### src/rtl/psrw_pkg.sv
// Package for the per-source replay window: constants, scan token and tracker write types.
`default_nettype none
package psrw_pkg;

    localparam int TRACKER_COUNT_DEF = 32;
    localparam int WIN_SIZE_DEF      = 64;

    localparam int SRC_W     = 16;
    localparam int SEQ_W     = 32;
    localparam int IDX_MAX_W = 8;   // enough for the largest tracker table
    localparam int WIN_MAX_W = 64;  // widest window

    // Token that walks the tracker row, gathering the slot choice.
    typedef struct packed {
        logic                 valid;
        logic [SRC_W-1:0]     src;
        logic                 match;
        logic [IDX_MAX_W-1:0] match_idx;
        logic                 empty;
        logic [IDX_MAX_W-1:0] empty_idx;
        logic                 have_best;
        logic [SEQ_W-1:0]     best_key;
        logic [IDX_MAX_W-1:0] best_idx;
    } psrw_tok_t;

    // Broadcast update of one tracker.
    typedef struct packed {
        logic                 en;
        logic [IDX_MAX_W-1:0] idx;
        logic [SRC_W-1:0]     src;
        logic [SEQ_W-1:0]     high;
        logic [WIN_MAX_W-1:0] win;
    } psrw_wr_t;

endpackage
`default_nettype wire

### src/rtl/psrw_cell.sv
// One tracker cell: source, highest sequence and window; folds itself into the scan token.
`default_nettype none
module psrw_cell #(
    parameter int IDX      = 0,
    parameter int WIN_SIZE = psrw_pkg::WIN_SIZE_DEF
) (
    input  wire logic                      clk,
    input  wire logic                      rst_n,
    input  wire psrw_pkg::psrw_tok_t       tok_in,
    output psrw_pkg::psrw_tok_t            tok_out,
    input  wire psrw_pkg::psrw_wr_t        wr,
    output logic [psrw_pkg::SRC_W-1:0]     src_q,
    output logic [psrw_pkg::SEQ_W-1:0]     high_q,
    output logic [WIN_SIZE-1:0]            win_q
);
    import psrw_pkg::*;

    logic [SRC_W-1:0]       src_reg;
    logic [SEQ_W-1:0]       high_reg;
    logic [WIN_SIZE-1:0]    win_reg;
    psrw_tok_t              tok_reg;
    psrw_tok_t              tok_next;
    logic [SEQ_W-1:0]       key;

    localparam logic [IDX_MAX_W-1:0] MY_IDX = IDX_MAX_W'(IDX);

    assign key = high_reg + SEQ_W'(1);

    always_comb
    begin
        tok_next = tok_in;
        if (!tok_in.match && (src_reg == tok_in.src))
        begin
            tok_next.match     = 1'b1;
            tok_next.match_idx = MY_IDX;
        end
        if (!tok_in.empty && (src_reg == '0))
        begin
            tok_next.empty     = 1'b1;
            tok_next.empty_idx = MY_IDX;
        end
        if (!tok_in.have_best || (key < tok_in.best_key))
        begin
            tok_next.have_best = 1'b1;
            tok_next.best_key  = key;
            tok_next.best_idx  = MY_IDX;
        end
    end

    always_ff @(posedge clk or negedge rst_n)
    begin
        if (!rst_n)
        begin
            src_reg  <= '0;
            high_reg <= '0;
            win_reg  <= '0;
            tok_reg  <= '0;
        end
        else
        begin
            if (wr.en && (wr.idx == MY_IDX))
            begin
                src_reg  <= wr.src;
                high_reg <= wr.high;
                win_reg  <= wr.win[WIN_SIZE-1:0];
            end
            tok_reg <= tok_next;
        end
    end

    assign tok_out = tok_reg;
    assign src_q   = src_reg;
    assign high_q  = high_reg;
    assign win_q   = win_reg;

endmodule
`default_nettype wire

### config.mk
export PLATFORM = sky130hd
export DESIGN_NAME = psrw_cell
export DESIGN_NICKNAME = d
export VERILOG_FILES = /design/src/rtl/psrw_pkg.sv /design/src/rtl/psrw_cell.sv
export SDC_FILE = /design/constraint.sdc
export NUM_CORES = 1
export LEC_CHECK = 0
export ABC_AREA = 1
export ABC_CLOCK_PERIOD_IN_PS = 3700
export BUFFER_PORTS_ARGS = -buffer_cell sky130_fd_sc_hd__clkbuf_2
export CORE_AREA = 4 4 149 151
export CTS_BUF_LIST = sky130_fd_sc_hd__clkbuf_4 sky130_fd_sc_hd__clkbuf_8 sky130_fd_sc_hd__clkbuf_16
export DETAILED_ROUTE_END_ITERATION = 8
export DIE_AREA = 0 0 153 155
export HOLD_SLACK_MARGIN = 0.15
export PLACE_DENSITY = 0.69
export REMOVE_ABC_BUFFERS = 1
export SLEW_MARGIN = 20
export SYNTH_ARGS = -nofsm -noshare
export SYNTH_HDL_FRONTEND = slang
export SYNTH_SLANG_ARGS = --single-unit
### constraint.sdc
create_clock -name clk -period 3.7 [get_ports clk]
set_clock_uncertainty 0.05 [all_clocks]
set_input_delay 0.37 -clock clk [delete_from_list [all_inputs] [get_ports clk]]
set_output_delay 0.37 -clock clk [all_outputs]
set_load 0.01 [all_outputs]
======== After elaboration in Yosys (flattened, before gate mapping) ========
Index checks and enable logic that the tools add are counted.
storage, ports and cells
  register bits after elaboration ......... 188
  output and inout bits ................... 188
operators by class
  equality and inequality tests ........... 1
  $add $sub $neg .......................... 1
  reductions and logical operators ........ 9
  multiplexer cells ....................... 3
  order comparisons ....................... 1
operators with widths
  cell                                           number
  2-to-1 mux 41 bit                              1
  adder 32 x 1 -> 32 bit, second input constant  1
  less-than comparator 32 bit                    1
  2-to-1 mux 9 bit                               2
  equality test 16 bit                           1
  logical NOT 16 bit                             1
  logical NOT 8 bit                              1
  logical AND 1 bit                              3
  logical NOT 1 bit                              3
  logical OR 1 bit                               1

======== Depth between registers and ports, before layout ========
  depth in word-level cells ............... 4
  mapped depth ............................ 20
  gate-level depth less buffers ........... 19

======== Least setup slack after synthesis ========
No wires, ideal clock.
  path kind ............................... flip-flop to flip-flop
  from .................................... register high_reg[0] (netlist: high_q[0])
  to ...................................... register tok_reg (netlist bit tok_out[18])
  data required time ...................... 3.533 ns
  path slack .............................. 0.982 ns
  data arrival time ....................... 2.551 ns
  path buffers ............................ 1
  setup time .............................. 0.117 ns
  period minus slack after synthesis ...... 2.718 ns
  cell stages (with the launch flop) ...... 19
  cell sequence ........................... dfrtp_1 -> ha_1 -> nand3_1 -> inv_1 -> nand2_1 -> nor2_1 -> nand3_1 -> xor2_1 -> ha_1 -> nand2_1 -> nor2_1 -> nand4_1 -> a21oi_1 -> nor2_1 -> nand2_1 -> nand2_1 -> buf_2 -> nand2_1 -> nand2_1
RTL lines
  item                    RTL line         RTL
  from (decl)             psrw_cell.sv:19  logic [SEQ_W-1:0] high_reg;
  from (signal assigned)  psrw_cell.sv:64  high_reg <= wr.high;
  to (signal assigned)    psrw_cell.sv:67  tok_reg <= tok_next;
  to (decl)               psrw_cell.sv:21  psrw_tok_t tok_reg;

==> summary.txt <==
routed len/inst: 15.7 um
Die ar.: 23700 um^2
GR Layer Usage met1: 0.301
vias per cell: 4.68
total wire length: 29400 um
root buf cell: clkbuf_16
nets: 1815
Max Clock Freq: 306 MHz
clock tree buffer depth: 2
placer congestion estimate: 0.960
Tcrit/Tclk final: 0.882
router iterations before antenna repair: 5
crit path kind: reg -> reg
met3 usage: 0.0609
cell count after synthesis: 1019
peak supply drop: 0.000290 V
Die Wd: 153 um
leading area contributor after synthesis: dfrtp_1
vias in the first global route: 9138
Hold EP: tok_out[24]$_DFF_PN0_
drt initial violations: 426
# rows: 53
worst slew pin tran: 1.04 ns
die span in y: 155 um
reg2reg setup slack: 0.44 ns
Worst Hold Path Cells: 3
later-pin clock latency in the skew report: 0.43 ns
setup tns final: 0 ns
RSZ-0062 raised after global routing: false
Int Power: 0.00401 W
sequential element share of the synthesized area: 0.539
Routed Antenna Nets: 0
Ys Warns: 0
Fillers: 1707
design area: 13400 um^2
Yosys top cell area share: 0.539
fraction of layout cells with a size suffix above 1: 0.271
Netlist cell types: 27
clock tree sinks: 188
Switch Pwr: 0.00205 W
Logic pwr share: 0.283
M2 GR Usage: 0.420
antenna violations before repair: 4
routed via count: 8779
Flop pwr share: 0.407
Initial Util: 0.419
data required time of the worst path: 4.01 ns
area post-placement: 10900 um^2
Power per Cell Area: 452 nW/um^2
I/O Buffers: 386
Worst Reg-to-Reg Cells: 20
Post-synth EDFFs: 0
Yosys reg bits: 188
cell with the most instances after synthesis: nand2_1
kind of end point of the critical path: flip-flop
switch share: 0.338
pin count of the biggest net entering global routing: 105
total CTS buffers: 17
status: completed
synth top area cells: dfrtp_1 54%, nand2_1 11%, inv_1 8.4%, o21ai_0 5.6%, ha_1 4.6%
GR Overflow Total: 0
CTS tree: yes
Final Setup Violations: 0
Clock Power Share: 0.310
reg2reg start: high_q[4]$_DFFE_PN0P_
list of most frequent post-synthesis cells: 266 x nand2_1, 195 x inv_1, 188 x dfrtp_1, 97 x o21ai_0, 47 x nand3_1
asr flop ratio synth: 1.00
HPWL after detailed placement: 20500 um
Fin. Hold Viols: 0
io pins: 387
reg2reg end: tok_out[17]$_DFF_PN0_
primary flip-flop cell chosen by synthesis mapping: dfrtp_1
Setup Fix Bufs, Post-CTS: 0
Core Util, Final: 0.643
crit path DAT: 3.58 ns
minimum clock period: 3.26 ns
Lkg Pwr: 7.40 nW
HP Class: in -> reg
first-pass GRT wire length: 47300 um
MaxCap Viol Count: 0
Syn-to-layout area delta: 53.4%
Clock Pin Slew Worst Setup and Hold Paths: 0.08 ns
H-tree Lvls: 4
relative slew slack: 0.307
Avg Cell Area, Syn: 8.57 um^2
CP startpoint kind: flip-flop
busiest grt layer: met2
CTS resizes: 0
gr usage total: 0.248
Slew Viols, Final: 0
Synth Cell Area: 8730 um^2
DRC errors left: 0
Core Box Area: 20800 um^2
beginning of the worst hold path: tok_in[24]
worst-path maximum fanout: 40
-- state kept, by name, indices dropped and copies added, names as in the netlist --
signal,flops
win_q,64
src_q,16
tok_out,76
high_q,32
-- final cells by class --
cell class	count	area (um^2)	area share
clock inverter	14	181	0.0136
tap	275	344	0.0257
clock buffer	17	425	0.0318
multi-input combinational	600	3070	0.229
sequential	188	4700	0.351
inverter	195	732	0.0547
antenna	4	10.0	0.000748
timing repair buffer	582	3920	0.293
-- cells in the final DEF, fill, tap and decap left out, drive strengths merged --
master / n
o2111ai: 1
nor4: 6
nor3: 17
clkbuf: 403
and3: 1
or2: 1
xnor2: 14
nor2: 39
nand4: 12
xor2: 27
dfrtp: 188
nand3: 47
nor3b: 1
o21a: 2
inv: 201
diode: 4
a21oi: 15
nand2: 266
clkinvlp: 2
conb: 1
dlygate4sd3: 184
ha: 32
o21ai: 118
bufinv: 1
buf: 12
clkinv: 5
-- power by group through the flow --
| stage | sequential, W | combinational [W] | clock [W] |
|---|---|---|---|
| after floorplan | 0.00261 | 0.000730 | 0 |
| after detailed placement | 0.00250 | 0.00154 | 0 |
| after global routing | 0.00250 | 0.00192 | 0.00200 |
| final | 0.00246 | 0.00171 | 0.00187 |
| after CTS | 0.00246 | 0.00170 | 0.00192 |
| after global placement | 0.00250 | 0.00151 | 0 |
-- metal layers --
metal | vias up | wire length [um] | share of wire
li1 | 4284 | - | -
met1 | 4020 | 11600 | 0.39
met2 | 380 | 14700 | 0.50
met3 | 93 | 1840 | 0.063
met4 | 2 | 1310 | 0.044
met5 | - | 13 | 0.00044
-- worst max-delay path, cell delays in order (launching register included) --
cell     delay (ns)
dfrtp_1        0.48
nand2_1        0.11
nor3_1         0.14
nand2_1        0.12
nor2_2         0.18
nand3_1        0.22
nor2_1         0.14
nand2_1        0.06
nand2_1        0.09
inv_1          0.06
ha_1           0.29
a21oi_1        0.15
o21ai_0        0.13
nand2_1        0.11
nand2_1        0.06
nor2_1         0.10
nand2_1        0.07
nand2_1        0.05
buf_4          0.38
nand2_1        0.11
nand2_1        0.07
-- how the worst max path moves through the flow --
stage,start,endpoint,slack (ns)
2_1_floorplan,wr[113],high_q[0]$_DFFE_PN0P_,-0.93
3_3_place_gp,high_q[4]$_DFFE_PN0P_,tok_out[25]$_DFF_PN0_,0.53
6_report,high_q[4]$_DFFE_PN0P_,tok_out[17]$_DFF_PN0_,0.44
5_1_grt,high_q[4]$_DFFE_PN0P_,tok_out[17]$_DFF_PN0_,0.14
3_5_place_dp,high_q[4]$_DFFE_PN0P_,tok_out[37]$_DFF_PN0_,0.49
4_1_cts,high_q[4]$_DFFE_PN0P_,tok_out[37]$_DFF_PN0_,0.45
-- per-stage QoR --
stage	hold WS (ns)	total power [W]	cells	setup slack (ns)
after global routing	0.166	0.00642	1874	0.138
final	0.177	0.00605	1875	0.436
after detailed placement	0.442	0.00404	1656	0.491
after floorplan	0.0244	0.00334	983	-0.929
after CTS	0.154	0.00608	1871	0.454
after global placement	0.434	0.00401	1656	0.525
-- cell families (layout without fill, tap and decap cells) --
logic type	count (synthesis)	in the layout	share of synthesized area
other	1	5	0.000430
adders and majority gates	32	32	0.0459
buffers and inverters	231	808	0.110
AOI/OAI and AO/OA	136	136	0.0790
and+or+nand+nor	390	390	0.185
DFF	188	188	0.539
xor gates and xnor gates	41	41	0.0411
-- timing repair --
action | 4_1_cts | 5_1_grt
hold endpoints to repair | 285 | 0
endpoints found under the setup margin | 0 | 0
hold buffers | 184 | 0
Power figures use the tool's default switching activity.
